==> src/design/fpa_pkg.sv <==
// shared constants, operation codes and cell type for the fixed-point alu
`timescale 1ns / 1ps
package fpa_pkg;
  localparam int WIDTH = 32;
  localparam int FRAC_BITS = 16;
  localparam int NUM_W = WIDTH + FRAC_BITS;
  localparam int STAGES = NUM_W;

  localparam logic [3:0] OP_ADD = 4'd0;
  localparam logic [3:0] OP_SUB = 4'd1;
  localparam logic [3:0] OP_MUL = 4'd2;
  localparam logic [3:0] OP_DIV = 4'd3;
  localparam logic [3:0] OP_MIN = 4'd4;
  localparam logic [3:0] OP_MAX = 4'd5;
  localparam logic [3:0] OP_ABS = 4'd6;
  localparam logic [3:0] OP_LT  = 4'd7;
  localparam logic [3:0] OP_LE  = 4'd8;
  localparam logic [3:0] OP_GT  = 4'd9;
  localparam logic [3:0] OP_GE  = 4'd10;

  typedef struct packed {
    logic              vld;
    logic [3:0]        kind;
    logic [WIDTH-1:0]  res;
    logic              is_true;
    logic              dz;
    logic              neg;
    logic [WIDTH-1:0]  den;
    logic [WIDTH:0]    rem;
    logic [NUM_W-1:0]  num;
  } cell_t;
endpackage

==> src/design/fpa_cell.sv <==
// one restoring division step; carries the item along the chain
`timescale 1ns / 1ps
module fpa_cell
  import fpa_pkg::*;
(
  input  logic  clk,
  input  logic  rst_n,
  input  logic  en,
  input  cell_t d_in,
  output cell_t d_out
);
  cell_t            r_r;
  cell_t            r_nxt;
  logic [WIDTH:0]   sh;
  logic [WIDTH+1:0] diff;

  always_comb begin
    r_nxt = d_in;
    sh = {d_in.rem[WIDTH-1:0], d_in.num[NUM_W-1]};
    diff = {1'b0, sh} - {2'b0, d_in.den};
    r_nxt.num = {d_in.num[NUM_W-2:0], 1'b0};
    if (!diff[WIDTH+1]) begin
      r_nxt.rem = diff[WIDTH:0];
      r_nxt.num[0] = 1'b1;
    end else begin
      r_nxt.rem = sh;
    end
  end

  always_ff @(posedge clk) begin
    if (!rst_n) begin
      r_r.vld <= 1'b0;
    end else if (en) begin
      r_r <= r_nxt;
    end
  end

  assign d_out = r_r;
endmodule

==> config.mk <==
export PLATFORM = sky130hd
export DESIGN_NAME = fpa_cell
export DESIGN_NICKNAME = d
export VERILOG_FILES = /design/src/design/fpa_pkg.sv /design/src/design/fpa_cell.sv
export SDC_FILE = /design/constraint.sdc
export NUM_CORES = 1
export LEC_CHECK = 0
export ABC_AREA = 0
export BUFFER_PORTS_ARGS = -buffer_cell sky130_fd_sc_hd__buf_2
export CAP_MARGIN = 25
export CORE_AREA = 2 2 121 123
export DETAILED_ROUTE_END_ITERATION = 10
export DIE_AREA = 0 0 123 125
export PLACE_DENSITY = 0.9
export SETUP_SLACK_MARGIN = 0.02
export SYNTH_ARGS = -nofsm -noshare
export SYNTH_HDL_FRONTEND = slang
export SYNTH_SLANG_ARGS = --single-unit
==> constraint.sdc <==
create_clock -name clk -period 14 [get_ports clk]
set_input_delay 1.4 -clock clk [delete_from_list [all_inputs] [get_ports clk]]
set_output_delay 1.4 -clock clk [all_outputs]
set_load 0.02 [all_outputs]
# ---- Word-level counts from Yosys, hierarchy flattened
# Index checks and enable logic that the tools add are counted.
dict set report word_totals {
  reg_bits 153
  word_cells 13
}
dict set report classes {
  mux 2
  add_sub_neg 1
  reduce_logical 1
}
# cell n
set op_table {}
lappend op_table {{subtractor 33 x 32 -> 34 bit} 1}
lappend op_table {{2-to-1 mux 33 bit} 1}
lappend op_table {{AND reduction 2 bit} 1}
lappend op_table {{2-to-1 mux 1 bit} 1}

# ---- Longest topological paths before layout
dict set report logic_depth {
  word_depth 2
  depth_mapped 13
  ltp_nobuf 12
}

# ---- Worst setup path before layout
# No wires, ideal clock.
dict set report synth_path {
  kind {input to register}
  start {input port en}
  end {register r_r, in the netlist d_out[0], enable pin}
  arrival_ns 4.868
  required_ns 13.471
  slack_ns 8.603
  stages 1
  cell_sequence {and2_1}
}
dict set report synth_via {
  elab_chain_cells 1
}
# element line_no
set synth_rtl {}
lappend synth_rtl {{start, declared} fpa_cell.sv:8} ;# input logic en,
lappend synth_rtl {{AND reduction 2 bit (no source line)} n/a}
lappend synth_rtl {{end signal, assigned} fpa_cell.sv:34} ;# r_r <= r_nxt;
lappend synth_rtl {{end, declared} fpa_cell.sv:12} ;# cell_t r_r;
# Every way passes these cells.
# A chain may end at the register's enable or synchronous reset.

==> impl_metrics.ini <==
[status]
status = complete, no violations

[synth]
synthArstFlopShare_pct = 0
yosys_register_bits = 153
syn-num-nets = 666
yosys.area.top_type_share_pct = 64.9
yosysTopAreaCell = edfxtp_1
synth_cell_types = 57
synthFlopType = edfxtp_1
netlist_area_um2 = 7030
ys_warn_count = 0
synth_cells = 477
synth_edf_count = 152
yosysSeqAreaShare_pct = 65.2
ys_top_cells_by_area = edfxtp_1, mux2_4, ha_1
syn_area_per_cell_um2 = 14.7

[critical_path]
cp_max_fo = 31
worstPathRequired_ps = 14160
rr_endpoint = d_out[152]
worstSetupStartpointType = input pin
path_class = input pin to flop
worstPathArrival_ps = 4630
rr_worst_depth = 2
r2r_slack_ps = 13390
crit_cells = 12
endpoint_kind = flop
slowest_stage = inv_2
timing.rr.start = d_out[152]
cp_top_family = compound AO/OA/AOI/OAI gates
critPathLaunch = d_in[83]
crit_end = d_out[50]
cp_slowest_stage_delay_ps = 780
worst-path-buf-inv = 3
cp_cell_sequence = buf_2, inv_1, ha_1, o21a_1, o31a_1, o2111ai_2, a21oi_1, a21o_1, a41o_1, o31ai_4, inv_2, mux2_1

[routing]
vias = 5247
drc = 0
drtIter0Drc = 341
drtAntennaViolNets = 0
wirelength_um = 20200
dr.pass1.iters = 5
routedWlPerCell_um = 20.4
viasPerCell = 5.30

[cts]
clkTransAtPathRegs_ps = 60
cts_resized = 0
cts.root.buffer_cell = clkbuf_16
clock_path_buffers = 2
insertion_delay_ps = 410
cts.hold.buffers_added = 0
cts_setup_buffers = 0
numCtsBuffers = 17
clock_sinks = 153
cts_max_level = 4
cts_tree = yes

[final_layout]
largest_reg_flops = 153
area_growth_pct = 32.7
layout_common_cells = buf_2, edfxtp_1, inv_1, ha_1, mux2_4
drive_gt1_share_pct = 46.9
layout_commonest_cell = buf_2
post-route-util_pct = 65.7
nets = 980

[die]
die-area_um2 = 15400
pin_count = 309
core_um2 = 14200
die_h_um = 125
initial_core_util_pct = 49.5
rows = 44
die_w_um = 123

[pwr]
irDropWorstVdd_mv = 0.0735
finalPower_mw = 1.24
power-per-cell-area_nw_per_um2 = 133
cellLeakagePower_nw = 4.24

[timing]
finClkSkew_ps = 0
clock.fmax_ghz = 0.224
hold_viol_final = 0
rsz0062_at_grt = false
fin_crit_sh_pct = 31.9
finalWorstPathRequiredPeriod_ps = 4470
tns_ps = 0
slew_headroom_pct = 30.6
tightest_slew_ps = 1040
slew_viol_final = 0
setup_viol = 0
finalWorstSetupSlack_ps = 9530
hold_ws_ps = 533

[global_routing]
overflow = 0
grtUsageTotal_pct = 25.5
antenna_found_initial = 3
grt_max_degree = 69
grt_pass1_vias = 5208
grt_pass1_wl_um = 28700

[placed_design]
port_buffers = 307
gp_congestion = 0.847
dp_hpwl_um = 15800
pre_cts_ws_ps = 9160

[job]
cap_violations = 0

[hold_path]
min_path_type = flop to flop
hp-start = d_out[152]
how the worst min path moves through the flow:
stage,cells after the start,endpoint
2_1_floorplan,2,d_out[152]
3_3_place_gp,2,d_out[152]
3_5_place_dp,2,d_out[152]
4_1_cts,2,d_out[152]
5_1_grt,2,d_out[152]
6_report,2,d_out[152]
tightest hold or removal path, cell delays in order (launching register included):
cell	delay (ps)
dfxtp_1	320
mux2i_1	70
nor2b_1	100
synth_stat cells, drive strengths merged, types with 4 or more instances:
master	count
a21oi	26
buf	4
inv	43
edfxtp	152
xor2	10
nand3	8
mux2	30
xnor2	19
nand2	12
a31oi	4
nor2	18
nand4	6
o21ai	19
clkbuf	10
a21boi	5
a21o	21
and3	6
ha	32
routing by layer:
metal,GRT usage [%],wire (um)
met1,29.2,7480
met2,44.2,10200
met3,8.80,2020
met4,8.82,427
met5,0,23
area by class of cell:
| type | count | area [um^2] |
|---|---|---|
| Clock buffer | 17 | 425 |
| Fill cell | 1051 | 4870 |
| Tap cell | 184 | 230 |
| Multi-Input combinational cell | 267 | 2210 |
| Sequential cell | 153 | 4580 |
| Timing Repair Buffer | 309 | 1570 |
| Antenna cell | 2 | 5.00 |
| Inverter | 43 | 161 |
| Clock inverter | 15 | 141 |
report_power, final:
part,internal (mW),switching (mW)
registers,0.548,0.00960
logic,0.105,0.145
clock network,0.248,0.189
stage by stage:
step / instance area [um^2] / std cells
floorplan: 7030 / 477
global placement: 8730 / 955
detailed placement: 8760 / 956
CTS: 9330 / 988
global route: 9330 / 988
finish: 9330 / 990
cells by family after synthesis:
| logic type | share of synthesized area (%) |
|---|---|
| muxes | 6.67 |
| xor gates and xnor gates | 3.61 |
| AOI/OAI and AO/OA | 10.3 |
| adders and majority gates | 5.98 |
| DFF | 65.2 |
| buffers and inverters | 3.38 |
| and+or+nand+nor | 4.86 |
No activity file was read; power rests on OpenSTA's default activity.
