`src/design/fpa_pkg.sv`:
```
// shared constants, operation codes and cell type for the fixed-point alu
`timescale 1ns / 1ps
package fpa_pkg;
  localparam int WIDTH = 32;
  localparam int FRAC_BITS = 16;
  localparam int NUM_W = WIDTH + FRAC_BITS;
  localparam int STAGES = NUM_W;

  localparam logic [3:0] OP_ADD = 4'd0;
  localparam logic [3:0] OP_SUB = 4'd1;
  localparam logic [3:0] OP_MUL = 4'd2;
  localparam logic [3:0] OP_DIV = 4'd3;
  localparam logic [3:0] OP_MIN = 4'd4;
  localparam logic [3:0] OP_MAX = 4'd5;
  localparam logic [3:0] OP_ABS = 4'd6;
  localparam logic [3:0] OP_LT  = 4'd7;
  localparam logic [3:0] OP_LE  = 4'd8;
  localparam logic [3:0] OP_GT  = 4'd9;
  localparam logic [3:0] OP_GE  = 4'd10;

  typedef struct packed {
    logic              vld;
    logic [3:0]        kind;
    logic [WIDTH-1:0]  res;
    logic              is_true;
    logic              dz;
    logic              neg;
    logic [WIDTH-1:0]  den;
    logic [WIDTH:0]    rem;
    logic [NUM_W-1:0]  num;
  } cell_t;
endpackage

```
`src/design/fpa_front.sv`:
```
// decode stage: non-divide operations and divide operand setup
`timescale 1ns / 1ps
module fpa_front
  import fpa_pkg::*;
(
  input  logic                    clk,
  input  logic                    rst_n,
  input  logic                    en,
  input  logic                    vld,
  input  logic [3:0]              kind,
  input  logic signed [WIDTH-1:0] a,
  input  logic signed [WIDTH-1:0] b,
  output cell_t                   d_out
);
  cell_t                     r_r;
  cell_t                     r_nxt;
  logic signed [WIDTH-1:0]   diff;
  logic signed [2*WIDTH-1:0] prod;
  logic [WIDTH-1:0]          ma;
  logic [WIDTH-1:0]          mb;

  always_comb begin
    diff = a - b;
    prod = a * b;
    ma = a[WIDTH-1] ? WIDTH'(-a) : a;
    mb = b[WIDTH-1] ? WIDTH'(-b) : b;
    r_nxt = '0;
    r_nxt.vld = vld;
    r_nxt.kind = kind;
    r_nxt.neg = a[WIDTH-1] ^ b[WIDTH-1];
    r_nxt.den = mb;
    r_nxt.num = {ma, {FRAC_BITS{1'b0}}};
    case (kind)
      OP_ADD: r_nxt.res = a + b;
      OP_SUB: r_nxt.res = diff;
      OP_MUL: r_nxt.res = prod[FRAC_BITS +: WIDTH];
      OP_DIV: r_nxt.dz = (b == '0);
      OP_MIN: r_nxt.res = (b < a) ? b : a;
      OP_MAX: r_nxt.res = (b < a) ? a : b;
      OP_ABS: r_nxt.res = ma;
      OP_LT:  r_nxt.is_true = diff[WIDTH-1];
      OP_LE:  r_nxt.is_true = diff[WIDTH-1] || diff == '0;
      OP_GT:  r_nxt.is_true = !diff[WIDTH-1] && diff != '0;
      OP_GE:  r_nxt.is_true = !diff[WIDTH-1];
      default: r_nxt.res = '0;
    endcase
  end

  always_ff @(posedge clk) begin
    if (!rst_n) begin
      r_r.vld <= 1'b0;
    end else if (en) begin
      r_r <= r_nxt;
    end
  end

  assign d_out = r_r;
endmodule

```
`config.mk`:
```
export PLATFORM = sky130hd
export DESIGN_NAME = fpa_front
export DESIGN_NICKNAME = d
export VERILOG_FILES = /design/src/design/fpa_pkg.sv /design/src/design/fpa_front.sv
export SDC_FILE = /design/constraint.sdc
export NUM_CORES = 2
export LEC_CHECK = 0
export ABC_CLOCK_PERIOD_IN_PS = 8200
export BUFFER_PORTS_ARGS = -buffer_cell sky130_fd_sc_hd__buf_2
export CAP_MARGIN = 20
export CORE_ASPECT_RATIO = 1.25
export CORE_MARGIN = 5
export CORE_UTILIZATION = 53
export CTS_BUF_LIST = sky130_fd_sc_hd__clkbuf_8
export DETAILED_ROUTE_END_ITERATION = 8
export PLACE_DENSITY_LB_ADDON = 0.2
export SLEW_MARGIN = 20
export SYNTH_ARGS = -nofsm -noshare
export SYNTH_HDL_FRONTEND = slang
export SYNTH_SLANG_ARGS = --single-unit
```
`constraint.sdc`:
```
create_clock -name clk -period 8.2 [get_ports clk]
set_input_delay 0 -clock clk [delete_from_list [all_inputs] [get_ports clk]]
set_output_delay 0 -clock clk [all_outputs]
set_load 0.05 [all_outputs]
```
[After elaboration in Yosys (flattened, before gate mapping)]
Index checks and enable logic that the tools add are counted.
Word-level totals
  register bits: 104
  output and inout port bits: 153
  bits of input ports: 72
  logic and storage cells: 40
Operators by class
  add/subtract/negate cells: 4
  multiply operators: 1
  magnitude comparators: 1
  reductions and logical operators: 8
  multiplexer cells: 6
  eq/ne operators: 10
  bitwise operators: 1
Operators with widths (number)
  $pmux W32 S6: 1
  $mux W32: 3
  $logic_not A32 Y1: 2
  $neg A32 Y32: 2
  $mul A32 B32 Y48: 1
  $add A32 B32 Y32: 1
  $lt A32 B32 Y1: 1
  $reduce_bool A32 Y1: 1
  $sub A32 B32 Y32: 1
  $mux W31: 1
  $eq A4 B3 Y1 const B: 4
  $eq A4 B4 Y1 const B: 3
  $eq A4 B2 Y1 const B: 2
  $eq A4 B1 Y1 const B: 1
  $logic_not A4 Y1: 1
  $pmux W1 S4: 1
  $reduce_and A2 Y1: 1
  $logic_and A1 B1 Y1: 1
  $logic_not A1 Y1: 1
  $logic_or A1 B1 Y1: 1
  $xor A1 B1 Y1: 1

[Logic depth before layout (Yosys ltp)]
  depth after elaboration: 4
  mapped depth: 29
  mapped depth without buffers: 28

[Worst setup path after synthesis]
Ideal clock, no wire load.
  kind: in2reg
  start point: input port a[18]
  end point: register r_r (netlist bit d_out[141]), data pin
  setup slack: 878 ps
  arrival time: 7051 ps
  path buffers: 3
  stages: 24
  setup time: 271 ps
  required time: 7929 ps
  cells stage by stage: clkbuf_1 > clkbuf_1 > clkbuf_1 > nand2_1 > fa_1 > fa_1 > fa_1 > fa_1 > inv_1 > fa_1 > fa_1 > fa_1 > fa_1 > ha_1 > a21o_1 > a221o_1 > a21oi_1 > o211ai_1 > a41oi_1 > o211ai_1 > a31o_2 > a21oi_1 > xor2_1 > o211ai_1
RTL lines
  from (decl): RTL line fpa_front.sv:11  | input logic signed [WIDTH-1:0] a,
  to (signal assigned): RTL line fpa_front.sv:53  | r_r <= r_nxt;
  to (decl): RTL line fpa_front.sv:15  | cell_t r_r;

==> parameters.txt <==
Parameter                              Value

Logic synthesis
  Main combinational cell family by area after synthesis    adder cells
  Synth area leaders    fa_1, inv_1, edfxtp_1
  Synth Area in Simple Gates    16.0%
  Count of mapped cells out of synthesis    approximately 4200
  Synthesized area per cell    9.07 µm²
  Synth area leader    fa_1
  Synthesized-area fraction occupied by ao, oa, aoi and oai cells    approximately 7.4%
  Sequential share of the synthesized area    8.18%
  Post-synth ARST share    0%
  Area share of fa/ha/maj cells after synthesis    51.7%
  Mapped Area    about 38000 µm²
  Total of flip-flops plus latches after synthesis    between 100 and 150
  Count of flip-flops with a built-in enable after synthesis    around 100
  Most used flip-flop cell after synthesis    edfxtp_1
  Post-synthesis share of cell area spent on xor and xnor gates    under 10%
  Yosys top cell area share    between 40% and 50%
  Post-synth cell types    83
  Synthesis Warnings    0
  Fraction of synthesized area in multiplexers    0.658%

CTS
  Clock sink count    between 100 and 150
  CTS tree    yes
  Total clock buffers created by CTS    9
  Reg clk slew, reported paths    ~130 ps
  Root buffer cell    clkbuf_8
  Number of buffers between clock root and the deepest sink    2
  Post-cts resize count    0
  Clock latency on the worst-skew pair    ~430 ps
  Depth of the CTS H-tree    3

Floorplan
  Io pins    225
  Placeable core area    about 71000 µm²
  Overall die area    just under 80000 µm²
  Chip Height    a little over 300 µm
  Initial Util    around 54%
  Standard-cell rows    109
  Horizontal extent of the die    approximately 250 µm

Detailed routing
  Average wire per cell in the routed design    25.1 µm
  Remaining antenna violation count    0
  Detailed Route WL    about 130 mm
  First drt pass iteration count    9
  Via-to-Cell Ratio    5.79
  Number of remaining DRC errors    0
  Via count    ~30000
  Violation count after the first detailed-routing iteration    around 2500

Timing
  Tightest Pin Transition    1040 ps
  Clk_skew    0 ps
  Share of the cycle needed by the critical path after routing    94.6%
  Number of setup violations in the final report    0
  Crit path time final    ~7800 ps
  Final number of max-transition violations    0
  Worst path setup slack after routing    about 440 ps
  Hold violation total from the final report    0
  Worst slew margin    slightly above 30%
  Max frequency    between 100 and 150 MHz
  Unrepaired setup endpoints after global routing    no
  Final setup TNS    0 ps

Worst setup path
  Slowest stage cell, crit path    fa_1
  CP max FO    20
  Logic depth of the worst register-to-register path    3
  CP Class    primary input to flop
  Worst endpoint required time    approximately 8400 ps
  Most common cell type on the critical path    fa_1
  Capturing element type of the critical path    flop
  Launching element type of the critical path    primary input
  WP data arrival    roughly 8000 ps
  Max stage delay on crit path    around 490 ps

Global routing
  Initial antenna violation count    4
  Global-route wire length before repair    roughly 200 mm
  Largest net degree at the start of global routing    63
  Global-route congestion overflow total    0
  Via count of the first global-routing pass    between 30000 and 40000
  Total track usage    34.4%

Outcome
  Outcome    complete, no violations

Flow run
  Total of max-cap violations    0

Cells and area
  Commonest non-fill, non-tap cell in the layout    fa_1
  Number of flip-flops in the largest register    104
  Net count, final    5390
  Leading cell types in the layout, fill and taps excluded    fa_1, inv_1, nand2_1
  Share of final-layout standard cells stronger than drive strength 1    8.37%
  Area growth syn-to-layout    5.76%

Place
  Count of input and output buffers    around 180
  RD Place Congestion    about 1.0
  Placement Setup Slack    141 ps
  HPWL reported at the end of detailed placement    108 mm

Worst hold path
  WHS Path Cells    2
  Path class of the lowest-slack min-delay path    primary input to flop
-- routing by layer --
metal	global-route usage, %	share of wire [%]	vias to the layer above
met4	27.0	11	0
met1	38.1	33	15400
met2	59.5	49	1490
met5	0	0	-
li1	-	-	12800
met3	5.14	7.3	460
-- worst max-delay path: cells and delay by family --
kind | cells | cell delay, ps
AO/OA/AOI/OAI | 10 | 2590
AND/OR/NAND/NOR | 1 | 120
buffers and inverters | 9 | 1500
XOR/XNOR | 1 | 320
adder cells (fa/ha/maj) | 9 | 3390
-- repair_timing --
| action | in CTS | in global routing |
|---|---|---|
| buffers inserted | 0 | 0 |
| hold endpoints to repair | 4 | 0 |
| hold buffers | 5 | 0 |
-- per-stage QoR --
step	hold WS (ps)	util, %	instances	area (µm²)
finish	73.3	56.7	5202	40200
global route	49.3	56.7	5201	40200
CTS	50.4	56.7	5198	40200
detailed placement	245	56.4	5177	40000
global placement	233	56.4	5177	40000
floorplan	98.9	-	4243	38200
-- cell usage after synthesis (24+ instances only) --
cell type	number
a21oi_1	111
nor2_1	160
xor2_1	28
xnor2_1	146
clkbuf_1	225
o21ai_0	90
and2_1	369
a21o_1	27
ha_1	228
buf_1	24
edfxtp_1	103
nand2b_1	28
nor3_1	24
fa_1	840
inv_1	839
nand2_1	530
buf_4	50
-- worst paths after layout --
kind,from,to,slack (ps)
max,a[5],d_out[134]$_DFFE_PP_,440
max reg2reg,d_out[152]$_SDFFE_PN0P_,d_out[152]$_SDFFE_PN0P_,7020
min reg2reg,d_out[152]$_SDFFE_PN0P_,d_out[152]$_SDFFE_PN0P_,1100
min,b[17],d_out[98]$_DFFE_PP_,70
-- kinds of logic (layout without fill, tap and decap cells) --
kind of cell    Yosys count  in the layout
compound gates          422            422
xor+xnor                174            174
fa+ha+maj              1068           1068
buf+inv                1159           1171
flops                   104            104
mux                      24             24
other cells               1             53
simple gates           1243           1243
-- layout make-up --
| cell class | count | area [µm²] |
|---|---|---|
| Sequential cell | 104 | 3110 |
| Clock buffer | 9 | 124 |
| Timing Repair Buffer | 313 | 2010 |
| Clock inverter | 7 | 75.1 |
| Inverter | 842 | 3160 |
| Multi-Input combinational cell | 2980 | 30600 |
| Tap cell | 943 | 1180 |
| Fill cell | 6530 | 30700 |
| Antenna cell | 4 | 10.0 |
Power is not shown: default switching activity piles up to over one toggle a cycle in this logic, so the estimate is an artifact.
